### src/rtl/pwcs_pkg.sv
// Shared types, codes and constants of the pulse-width command serializer.
// Used by the serializer top level, the line checker and the testbench; no dependencies.
package pwcs_pkg;

   // Frame store depth default and fixed frame bytes
   localparam int MAX_FRAME_BYTES = 4;
   localparam int FRAME_SLOTS     = 4;   // lead, two data bytes, terminator
   localparam logic [7:0] LEAD_BYTE = 8'h0A;
   localparam logic [7:0] PLAY_END  = 8'h0B;
   localparam logic [7:0] CMD_END   = 8'h0C;

   // Register reset values
   localparam logic [15:0] TICKS_PER_UNIT_RST  = 16'd200;
   localparam logic [7:0]  LEAD_HIGH_UNITS_RST = 8'd5;
   localparam logic [7:0]  LEAD_LOW_UNITS_RST  = 8'd15;
   localparam logic [7:0]  LONG_UNITS_RST      = 8'd3;
   localparam logic [7:0]  SHORT_UNITS_RST     = 8'd1;

   // Command codes
   localparam logic CMD_TICK  = 1'b0;
   localparam logic CMD_START = 1'b1;

   // Data byte counts
   localparam logic [1:0] COUNT_ONE = 2'd1;
   localparam logic [1:0] COUNT_TWO = 2'd2;

   // Terminator kinds
   localparam logic [1:0] END_COMMAND = 2'd0;
   localparam logic [1:0] END_PLAY    = 2'd1;

   // Register indexes
   typedef enum logic [2:0] {
      REG_TICKS_PER_UNIT  = 3'd0,
      REG_LEAD_HIGH_UNITS = 3'd1,
      REG_LEAD_LOW_UNITS  = 3'd2,
      REG_LONG_UNITS      = 3'd3,
      REG_SHORT_UNITS     = 3'd4
   } reg_index_type;

   // Line phases
   typedef enum logic [4:0] {
      PH_IDLE      = 5'b00001,
      PH_LEAD_HIGH = 5'b00010,
      PH_LEAD_LOW  = 5'b00100,
      PH_BIT_HIGH  = 5'b01000,
      PH_BIT_LOW   = 5'b10000
   } phase_type;

   typedef struct packed {
      logic       cmd;
      logic [7:0] first_byte;
      logic [7:0] second_byte;
      logic [1:0] byte_count;
      logic [1:0] end_kind;
   } req_payload_type;

   typedef struct packed {
      logic line_level;
      logic busy_res;
      logic frame_done;
      logic start_rejected;
   } rsp_payload_type;

   typedef struct packed {
      logic [2:0]  index;
      logic [15:0] data;
   } csr_payload_type;

   // A zero count behaves as one
   function automatic logic [15:0] at_least_one(input logic [15:0] v);
      at_least_one = (v == 16'd0) ? 16'd1 : v;
   endfunction

endpackage

### src/rtl/pwcs_chan_if.sv
// Valid/ready channel carrying one payload item per handshake.
// Payload type comes from pwcs_pkg at instantiation.
interface pwcs_chan_if #(
   parameter type payload_type = logic
);
   logic        valid;
   logic        ready;
   payload_type payload;

   modport source (output valid, output payload, input ready);
   modport sink (input valid, input payload, output ready);
endinterface

### src/rtl/pulse_width_command_serializer_unit.sv
// Pulse-width command serializer: single-wire frame transmitter.
// Depends on pwcs_pkg and pwcs_chan_if.
//
// Usage:
//   req_if carries items: a tick (cmd 0) advances time by one tick, a start
//   (cmd 1) loads a frame of 0x0A, up to two data bytes and an optional
//   terminator. Each item gives exactly one result on rsp_if: the wire
//   level after the item, busy, frame done and start rejected flags.
//   csr_if writes the five timing registers; write them only while idle.
//   Each result is registered (in the skid register while rsp_if stalls).
//   Throughput: one item per cycle while req_if.ready is high; the whole
//   update of counters, phase and frame store happens in the accept cycle,
//   gated by the tick prescaler and unit counter compare.
//   A two-entry output buffer (result register plus skid register) lets
//   the block take one more item while rsp_if is stalled; req_if.ready
//   drops only when both entries hold results.
//   Reset (synchronous, active high) returns the block to idle with the
//   wire high, loads register defaults and empties the output buffer.
//   The csr channel is always ready.
module pulse_width_command_serializer_unit #(
   parameter int MAX_FRAME_BYTES = pwcs_pkg::MAX_FRAME_BYTES
) (
   input  logic        clock,
   input  logic        reset,
   pwcs_chan_if.sink   req_if,
   pwcs_chan_if.source rsp_if,
   pwcs_chan_if.sink   csr_if
);

   localparam int LEN_W = $clog2(MAX_FRAME_BYTES + 1);
   localparam int POS_W = $clog2(MAX_FRAME_BYTES);

   // Timing registers
   logic [15:0] ticks_per_unit_ff;
   logic [7:0]  lead_high_units_ff;
   logic [7:0]  lead_low_units_ff;
   logic [7:0]  long_units_ff;
   logic [7:0]  short_units_ff;

   // Frame state
   pwcs_pkg::phase_type phase_ff, phase_in;
   logic [7:0]          frame_store [MAX_FRAME_BYTES];
   logic [LEN_W-1:0]    frame_length_ff, frame_length_in;
   logic [POS_W-1:0]    byte_position_ff, byte_position_in;
   logic [2:0]          bit_position_ff, bit_position_in;
   logic [7:0]          shift_byte_ff, shift_byte_in;
   logic [15:0]         prescale_count_ff, prescale_count_in;
   logic [7:0]          unit_count_ff, unit_count_in;
   logic                wire_level_ff, wire_level_in;

   // Output buffer
   pwcs_pkg::rsp_payload_type out_data_ff, skid_data_ff, result;
   logic out_valid_ff, skid_valid_ff;

   logic accept, start_ok, done, rejected;
   logic [7:0] cand [pwcs_pkg::FRAME_SLOTS];
   logic [2:0] cand_len;
   logic [1:0] data_n;
   logic       term_on;
   logic [7:0] term_byte;
   logic [16:0] prescale_inc;
   logic [8:0]  unit_inc;
   logic [15:0] units_now;
   logic [LEN_W:0] next_pos;

   assign req_if.ready = !skid_valid_ff;
   assign accept       = req_if.valid && req_if.ready;
   assign start_ok     = accept && (req_if.payload.cmd == pwcs_pkg::CMD_START)
                         && (phase_ff == pwcs_pkg::PH_IDLE);

   // Configuration writes
   assign csr_if.ready = 1'b1;
   always_ff @(posedge clock) begin
      if (reset) begin
         ticks_per_unit_ff  <= pwcs_pkg::TICKS_PER_UNIT_RST;
         lead_high_units_ff <= pwcs_pkg::LEAD_HIGH_UNITS_RST;
         lead_low_units_ff  <= pwcs_pkg::LEAD_LOW_UNITS_RST;
         long_units_ff      <= pwcs_pkg::LONG_UNITS_RST;
         short_units_ff     <= pwcs_pkg::SHORT_UNITS_RST;
      end else if (csr_if.valid) begin
         case (csr_if.payload.index)
            pwcs_pkg::REG_TICKS_PER_UNIT:  ticks_per_unit_ff  <= csr_if.payload.data;
            pwcs_pkg::REG_LEAD_HIGH_UNITS: lead_high_units_ff <= csr_if.payload.data[7:0];
            pwcs_pkg::REG_LEAD_LOW_UNITS:  lead_low_units_ff  <= csr_if.payload.data[7:0];
            pwcs_pkg::REG_LONG_UNITS:      long_units_ff      <= csr_if.payload.data[7:0];
            pwcs_pkg::REG_SHORT_UNITS:     short_units_ff     <= csr_if.payload.data[7:0];
            default: ;
         endcase
      end
   end

   // Build the candidate frame from a start item
   always_comb begin
      data_n = 2'd0;
      if (req_if.payload.byte_count == pwcs_pkg::COUNT_ONE) data_n = 2'd1;
      if (req_if.payload.byte_count == pwcs_pkg::COUNT_TWO) data_n = 2'd2;
      term_on   = 1'b1;
      term_byte = pwcs_pkg::CMD_END;
      case (req_if.payload.end_kind)
         pwcs_pkg::END_COMMAND: term_byte = pwcs_pkg::CMD_END;
         pwcs_pkg::END_PLAY:    term_byte = pwcs_pkg::PLAY_END;
         default:               term_on   = 1'b0;
      endcase
      cand[0]  = pwcs_pkg::LEAD_BYTE;
      cand[1]  = (data_n != 2'd0) ? req_if.payload.first_byte : term_byte;
      cand[2]  = (data_n == 2'd2) ? req_if.payload.second_byte : term_byte;
      cand[3]  = term_byte;
      cand_len = 3'd1 + {1'b0, data_n} + {2'b00, term_on};
   end

   // Write the frame store on an accepted start
   for (genvar i = 0; i < MAX_FRAME_BYTES; i++) begin : g_store
      if (i < pwcs_pkg::FRAME_SLOTS) begin : g_slot
         always_ff @(posedge clock) begin
            if (start_ok && (int'(cand_len) > i)) begin
               frame_store[i] <= cand[i];
            end
         end
      end
   end

   // Phase duration in units for the current bit or lead half
   always_comb begin
      case (phase_ff)
         pwcs_pkg::PH_LEAD_HIGH: units_now = {8'd0, lead_high_units_ff};
         pwcs_pkg::PH_LEAD_LOW:  units_now = {8'd0, lead_low_units_ff};
         pwcs_pkg::PH_BIT_HIGH:
            units_now = {8'd0, shift_byte_ff[0] ? long_units_ff : short_units_ff};
         default:
            units_now = {8'd0, shift_byte_ff[0] ? short_units_ff : long_units_ff};
      endcase
      units_now = pwcs_pkg::at_least_one(units_now);
   end

   // Next state for one item
   always_comb begin
      phase_in          = phase_ff;
      frame_length_in   = frame_length_ff;
      byte_position_in  = byte_position_ff;
      bit_position_in   = bit_position_ff;
      shift_byte_in     = shift_byte_ff;
      prescale_count_in = prescale_count_ff;
      unit_count_in     = unit_count_ff;
      wire_level_in     = wire_level_ff;
      done              = 1'b0;
      rejected          = 1'b0;
      prescale_inc      = {1'b0, prescale_count_ff} + 17'd1;
      unit_inc          = {1'b0, unit_count_ff} + 9'd1;
      next_pos          = (LEN_W+1)'(byte_position_ff) + (LEN_W+1)'(1);

      if (accept && req_if.payload.cmd == pwcs_pkg::CMD_START) begin
         if (phase_ff != pwcs_pkg::PH_IDLE) begin
            rejected = 1'b1;
         end else begin
            frame_length_in   = (int'(cand_len) > MAX_FRAME_BYTES) ?
                                LEN_W'(MAX_FRAME_BYTES) : LEN_W'(cand_len);
            byte_position_in  = '0;
            bit_position_in   = 3'd0;
            shift_byte_in     = pwcs_pkg::LEAD_BYTE;
            prescale_count_in = 16'd0;
            unit_count_in     = 8'd0;
            wire_level_in     = 1'b1;
            phase_in          = pwcs_pkg::PH_LEAD_HIGH;
         end
      end else if (accept && phase_ff != pwcs_pkg::PH_IDLE) begin
         prescale_count_in = prescale_inc[15:0];
         if (prescale_inc >= {1'b0, pwcs_pkg::at_least_one(ticks_per_unit_ff)}) begin
            prescale_count_in = 16'd0;
            unit_count_in     = unit_inc[7:0];
            if ({8'd0, unit_inc} >= {1'b0, units_now}) begin
               unit_count_in = 8'd0;
               // Advance to the next half, bit or byte, or end the frame
               case (phase_ff)
                  pwcs_pkg::PH_LEAD_HIGH: begin
                     phase_in      = pwcs_pkg::PH_LEAD_LOW;
                     wire_level_in = 1'b0;
                  end
                  pwcs_pkg::PH_LEAD_LOW: begin
                     phase_in        = pwcs_pkg::PH_BIT_HIGH;
                     bit_position_in = 3'd0;
                     wire_level_in   = 1'b1;
                  end
                  pwcs_pkg::PH_BIT_HIGH: begin
                     phase_in      = pwcs_pkg::PH_BIT_LOW;
                     wire_level_in = 1'b0;
                  end
                  default: begin
                     shift_byte_in = {1'b0, shift_byte_ff[7:1]};
                     wire_level_in = 1'b1;
                     if (bit_position_ff != 3'd7) begin
                        bit_position_in = bit_position_ff + 3'd1;
                        phase_in        = pwcs_pkg::PH_BIT_HIGH;
                     end else begin
                        bit_position_in = 3'd0;
                        if ((next_pos < (LEN_W+1)'(frame_length_ff)) &&
                            (int'(next_pos) < MAX_FRAME_BYTES)) begin
                           byte_position_in = next_pos[POS_W-1:0];
                           shift_byte_in    = frame_store[next_pos[POS_W-1:0]];
                           phase_in         = pwcs_pkg::PH_LEAD_HIGH;
                        end else begin
                           byte_position_in = '0;
                           phase_in         = pwcs_pkg::PH_IDLE;
                           done             = 1'b1;
                        end
                     end
                  end
               endcase
            end
         end
      end

      result.line_level     = wire_level_in;
      result.busy_res       = (phase_in != pwcs_pkg::PH_IDLE);
      result.frame_done     = done;
      result.start_rejected = rejected;
   end

   // Hold frame state
   always_ff @(posedge clock) begin
      if (reset) begin
         phase_ff          <= pwcs_pkg::PH_IDLE;
         frame_length_ff   <= '0;
         byte_position_ff  <= '0;
         bit_position_ff   <= 3'd0;
         shift_byte_ff     <= 8'd0;
         prescale_count_ff <= 16'd0;
         unit_count_ff     <= 8'd0;
         wire_level_ff     <= 1'b1;
      end else begin
         phase_ff          <= phase_in;
         frame_length_ff   <= frame_length_in;
         byte_position_ff  <= byte_position_in;
         bit_position_ff   <= bit_position_in;
         shift_byte_ff     <= shift_byte_in;
         prescale_count_ff <= prescale_count_in;
         unit_count_ff     <= unit_count_in;
         wire_level_ff     <= wire_level_in;
      end
   end

   // Output register with skid entry
   always_ff @(posedge clock) begin
      if (reset) begin
         out_valid_ff  <= 1'b0;
         skid_valid_ff <= 1'b0;
      end else if (accept) begin
         if (!out_valid_ff || rsp_if.ready) begin
            out_valid_ff <= 1'b1;
         end else begin
            skid_valid_ff <= 1'b1;
         end
      end else if (out_valid_ff && rsp_if.ready) begin
         out_valid_ff  <= skid_valid_ff;
         skid_valid_ff <= 1'b0;
      end
   end

   always_ff @(posedge clock) begin
      if (accept) begin
         if (!out_valid_ff || rsp_if.ready) begin
            out_data_ff <= result;
         end else begin
            skid_data_ff <= result;
         end
      end else if (out_valid_ff && rsp_if.ready && skid_valid_ff) begin
         out_data_ff <= skid_data_ff;
      end
   end

   assign rsp_if.valid   = out_valid_ff;
   assign rsp_if.payload = out_data_ff;

endmodule

### src/flat_wrapper.sv
// flat-port wrapper written by rule: the top's interface ports become plain ports
module pulse_width_command_serializer_unit_flat 
#(
   parameter int MAX_FRAME_BYTES = pwcs_pkg::MAX_FRAME_BYTES
)
  (clock, reset, req_if_valid, req_if_payload, req_if_ready, rsp_if_valid, rsp_if_payload, rsp_if_ready, csr_if_valid, csr_if_payload, csr_if_ready);
  pwcs_chan_if #(.payload_type(pwcs_pkg::req_payload_type)) req_if_i ();
  pwcs_chan_if #(.payload_type(pwcs_pkg::rsp_payload_type)) rsp_if_i ();
  pwcs_chan_if #(.payload_type(pwcs_pkg::csr_payload_type)) csr_if_i ();
  input  logic clock;
  input  logic reset;
  input wire logic [$bits(req_if_i.valid)-1:0] req_if_valid;
  input wire logic [$bits(req_if_i.payload)-1:0] req_if_payload;
  output wire logic [$bits(req_if_i.ready)-1:0] req_if_ready;
  output wire logic [$bits(rsp_if_i.valid)-1:0] rsp_if_valid;
  output wire logic [$bits(rsp_if_i.payload)-1:0] rsp_if_payload;
  input wire logic [$bits(rsp_if_i.ready)-1:0] rsp_if_ready;
  input wire logic [$bits(csr_if_i.valid)-1:0] csr_if_valid;
  input wire logic [$bits(csr_if_i.payload)-1:0] csr_if_payload;
  output wire logic [$bits(csr_if_i.ready)-1:0] csr_if_ready;
  assign req_if_i.valid = req_if_valid;
  assign req_if_i.payload = req_if_payload;
  assign req_if_ready = req_if_i.ready;
  assign rsp_if_valid = rsp_if_i.valid;
  assign rsp_if_payload = rsp_if_i.payload;
  assign rsp_if_i.ready = rsp_if_ready;
  assign csr_if_i.valid = csr_if_valid;
  assign csr_if_i.payload = csr_if_payload;
  assign csr_if_ready = csr_if_i.ready;
  pulse_width_command_serializer_unit #(.MAX_FRAME_BYTES(MAX_FRAME_BYTES)) u_core (.clock(clock), .reset(reset), .req_if(req_if_i), .rsp_if(rsp_if_i), .csr_if(csr_if_i));
endmodule
### config.mk
export PLATFORM = sky130hd
export DESIGN_NAME = pulse_width_command_serializer_unit_flat
export DESIGN_NICKNAME = d
export VERILOG_FILES = /design/src/rtl/pwcs_pkg.sv /design/src/rtl/pwcs_chan_if.sv /design/src/rtl/pulse_width_command_serializer_unit.sv /design/src/flat_wrapper.sv
export SDC_FILE = /design/constraint.sdc
export NUM_CORES = 1
export LEC_CHECK = 0
export BUFFER_PORTS_ARGS = -buffer_cell sky130_fd_sc_hd__clkbuf_2
export CAP_MARGIN = 20
export CORE_AREA = 2 2 140 142
export DETAILED_ROUTE_END_ITERATION = 8
export DIE_AREA = 0 0 142 144
export HOLD_SLACK_MARGIN = 0.08
export PLACE_DENSITY = 0.54
export SLEW_MARGIN = 20
export SYNTH_ARGS = -nofsm -noshare
export SYNTH_HDL_FRONTEND = slang
export SYNTH_SLANG_ARGS = --single-unit
### constraint.sdc
create_clock -name clock -period 3.2 [get_ports clock]
set_input_delay 0.64 -clock clock [delete_from_list [all_inputs] [get_ports clock]]
set_output_delay 0.64 -clock clock [all_outputs]
set_load 0.02 [all_outputs]
==> metrics.md <==
| Metric | Value |
|---|---|
| Status | `finished with violations` |
| Failing checks | `setup timing` |
| Fin worst setup slack | `-0.1540 ns` |
| Die Span X | `142 um` |
| I/O pins | `52` |
| Worst Reg2Reg Path Length in Cells | `14` |
| Relative slew slack | `0.5262` |
| FF-to-FF End | `u_core.rsp_if.payload[3]` |
| Final WL | `16350 um` |
| Total power | `about 3.8 mW` |
| Fin util | `0.4295` |
| Post-DR wirelength/cell | `between 10 and 15 um` |
| Critical path peak fanout | `6` |
| GP Congestion | `0.8070` |
| 1st-iter DRT viols | `343` |
| Starting Density | `0.3403` |
| Overflow after GRT | `0` |
| Via count | `around 5600` |
| Die ar. | `approximately 20000 um2` |
| Top-count cell post-synth | `nand2_1` |
| Compound-cell area share of the yosys netlist | `0.1648` |
| Final std cells w/o fill | `1106` |
| Root Buffer | `clkbuf_16` |
| Placed cells | `1068` |
| Clk Latency, worst-skew pair | `0.42 ns` |
| Antenna violations before repair | `0` |
| Final period util | `1.048` |
| RSZ-0062 raised after global routing | `yes` |
| Crit path time final | `3.354 ns` |
| Synthesized instance count | `747` |
| Crit path required time | `3.36 ns` |
| Row count | `51` |
| Worst Clk Skew | `approximately 0.012 ns` |
| CP arrival | `3.51 ns` |
| Synth Area in Simple Gates | `0.2143` |
| Final setup vio count | `31` |
| Largest net degree at the start of global routing | `59` |
| Startpoint types | `register` |
| Synth Net Count | `830` |
| Core ar. | `19080 um2` |
| Mux share of post-synthesis cell area | `0.03874` |
| Main synth FF type | `dfxtp_1` |
| Overall Global Routing Usage | `0.1656` |
| CTS clk-pin slew, worst paths | `0.06 ns` |
| Final Hold Fails | `0` |
| Top-area cell type share of the netlist area | `0.2960` |
| Hold_buf cts | `0` |
| Antenna-violating nets left | `0` |
| Worst Hold End | `u_core.skid_valid_ff` |
| Clk sink count | `122` |
| Crit path cell chain | `or3b_4 -> or3_4 -> mux2i_4 -> a221oi_2 -> and4_1 -> a41o_1 -> ha_1 -> nor2_1 -> a21oi_2 -> o21a_2 -> o21a_1 -> nand4b_1 -> buf_6 -> a31oi_1` |
| Leak pwr | `3.263 nW` |
| # nets final | `approximately 940` |
| Worst hold path depth | `2` |
| CTS tree | `done` |
| Ys Warns | `0` |
| Crit Path Category | `register to register` |
| Post-synth EDFFs | `26` |
| DRC | `0` |
| Synth Register Bits | `roughly 120` |
| Power per cell area | `462.0 nW/um2` |
| Avg Vias per Cell | `5.033` |
| Most instantiated cells after synthesis | `nand2_1, dfxtp_1, a21oi_1, nor2_1, inv_1` |
| Synth cell types | `68` |
| Area delta synth->final | `26.23%` |
| Maximum vdd drop | `0.0003638 V` |
| Sequential-to-total area share from yosys stat | `0.4163` |
| Main area contributors after synthesis | `dfxtp_1, edfxtp_1, nand2_1, ha_1, a21oi_1` |
| Post-Synth Adder-Cell Area | `0.07323` |
| Fraction of layout cells with a size suffix above 1 | `0.2293` |
| Worst R2R Start | `u_core.phase_ff[1]` |
| Hold path start | `rsp_if_ready` |
| Count of max-cap constraint violations | `0` |
| First-pass GRT wire length | `26690 um` |
| Peak Freq | `298.2 MHz` |
| FILL cells | `1881` |
| Final Max Slew Viols | `0` |
| Worst setup EP type | `register` |
| Synth async-reset ratio | `0` |
| Area leader, netlist | `dfxtp_1` |
| Vias in the first global route | `5304` |
| Number of diodes | `0` |
| Avg Cell Area, Syn | `8.691 um2` |
| Drt pass-1 iters | `5` |
| Synth Area in XOR/XNOR | `0.04452` |
| Count of port buffers added during placement | `50` |
| Reg2Reg Setup Slack | `-0.15 ns` |
| Cts bufs inserted | `17` |
| Least-Margin Pin Slew | `approximately 0.70 ns` |
| Deepest clock path buffer count | `2` |
| Main combinational cell family by area after synthesis | `simple AND/OR/NAND/NOR gates` |
| Slowest cell delay on critical path | `0.39 ns` |
| Dpl hpwl | `11900 um` |
| Slowest cell on the critical path | `or3b_4` |
| Hold WS | `~0.42 ns` |
| Die Ht | `around 140 um` |
| Mapped cell area | `around 6500 um2` |
| Worst hold path class | `input pin to register` |
| CTS H-tree lvls | `4` |
## power by group
group	switching, mW	internal (mW)
sequential	0.0236	1.61
clock	0.786	1.02
combinational	0.208	0.138
## metrics by stage
| step | setup WS (ns) | cell area, um2 | TNS, ns |
|---|---|---|---|
| CTS | -0.1829 | 8084 | -3.101 |
| finish | -0.1540 | 8195 | -2.416 |
| global route | -0.3064 | 8195 | -7.662 |
| floorplan | -0.1102 | 6566 | -0.9326 |
| global placement | -0.1858 | 7463 | -3.264 |
| detailed placement | -0.2315 | 7463 | -4.412 |
## cell type report
cell class | count | area (um2) | area share
Clock buffer | 17 | 425.4 | 0.05191
Clock inverter | 15 | 131.4 | 0.01603
Inverter | 40 | 150.1 | 0.01832
Multi-Input combinational cell | 552 | 3667 | 0.4475
Sequential cell | 122 | 2705 | 0.3301
Tap cell | 238 | 297.8 | 0.03634
Timing Repair Buffer | 122 | 818.3 | 0.09985
## worst max-delay path: cells and delay by family, from the launching register on
family          cells  cell delay, ns
mux                 1            0.28
buf+inv             1            0.14
fa+ha+maj           1            0.27
flops               1            0.32
compound gates      6            0.89
simple gates        5            1.21
## cells in the final DEF (no fill, tap or decap), drive strengths merged, types with 8 or more instances in the layout
cell type,netlist,routed
ha,38,38
inv,40,48
buf,11,72
edfxtp,26,26
nor2,53,53
nand3,26,26
dfxtp,96,96
and3,8,8
a21oi,62,62
nor3,15,15
o211ai,10,10
o21ai,22,22
mux2i,21,21
xnor2,21,21
clkbuf,22,67
nor2b,9,9
nor4,9,9
xor2,12,12
nand2,135,135
nand4,11,11
## worst max path at each step
| stage | startpoint | endpoint | depth (start not counted) |
|---|---|---|---|
| detailed placement | u_core.phase_ff[1] | u_core.unit_count_ff[3] | 14 |
| global placement | u_core.phase_ff[1] | u_core.bit_position_ff[1] | 13 |
| finish | u_core.phase_ff[1] | u_core.rsp_if.payload[3] | 14 |
| global route | u_core.phase_ff[1] | u_core.rsp_if.payload[2] | 13 |
| CTS | u_core.phase_ff[1] | u_core.rsp_if.payload[2] | 13 |
| floorplan | u_core.phase_ff[3] | u_core.shift_byte_ff[0] | 14 |
## what timing repair did
| item | 4_1_cts | 5_1_grt |
|---|---|---|
| endpoints found under the setup margin | 33 | 49 |
| buffers inserted | 4 | 2 |
| gates resized for setup | 6 | 22 |
| pin swaps | 3 | 10 |
## kinds of logic after synthesis
kind of cell               Yosys count
buffers and inverters               73
and+or+nand+nor                    296
adders and majority gates           38
muxes                               24
DFF                                122
xor gates and xnor gates            33
other                                1
AOI/OAI and AO/OA                  160
## routing by layer
layer | vias up | wire, um | global-route usage
met4 | 0 | 287 | 0.06105
li1 | 2878 | - | -
met3 | 22 | 532 | 0.03311
met2 | 101 | 7591 | 0.2695
met5 | - | 0 | 0
met1 | 2565 | 7937 | 0.2182
## registers in the layout (all words and copies together) (netlist names)
signal,cells
u_core.wire_level_ff,1
u_core.shift_byte_ff,8
u_core.phase_ff,5
u_core.bit_position_ff,3
u_core.lead_low_units_ff,8
u_core.skid_valid_ff,1
u_core.skid_data_ff,4
u_core.long_units_ff,8
u_core.byte_position_ff,2
u_core.rsp_if.valid,1
u_core.frame_length_ff,3
u_core.ticks_per_unit_ff,16
u_core.rsp_if.payload,4
u_core.short_units_ff,8
u_core.frame_store,18
u_core.prescale_count_ff,16
u_core.lead_high_units_ff,8
u_core.unit_count_ff,8
Power figures use the tool's default switching activity.
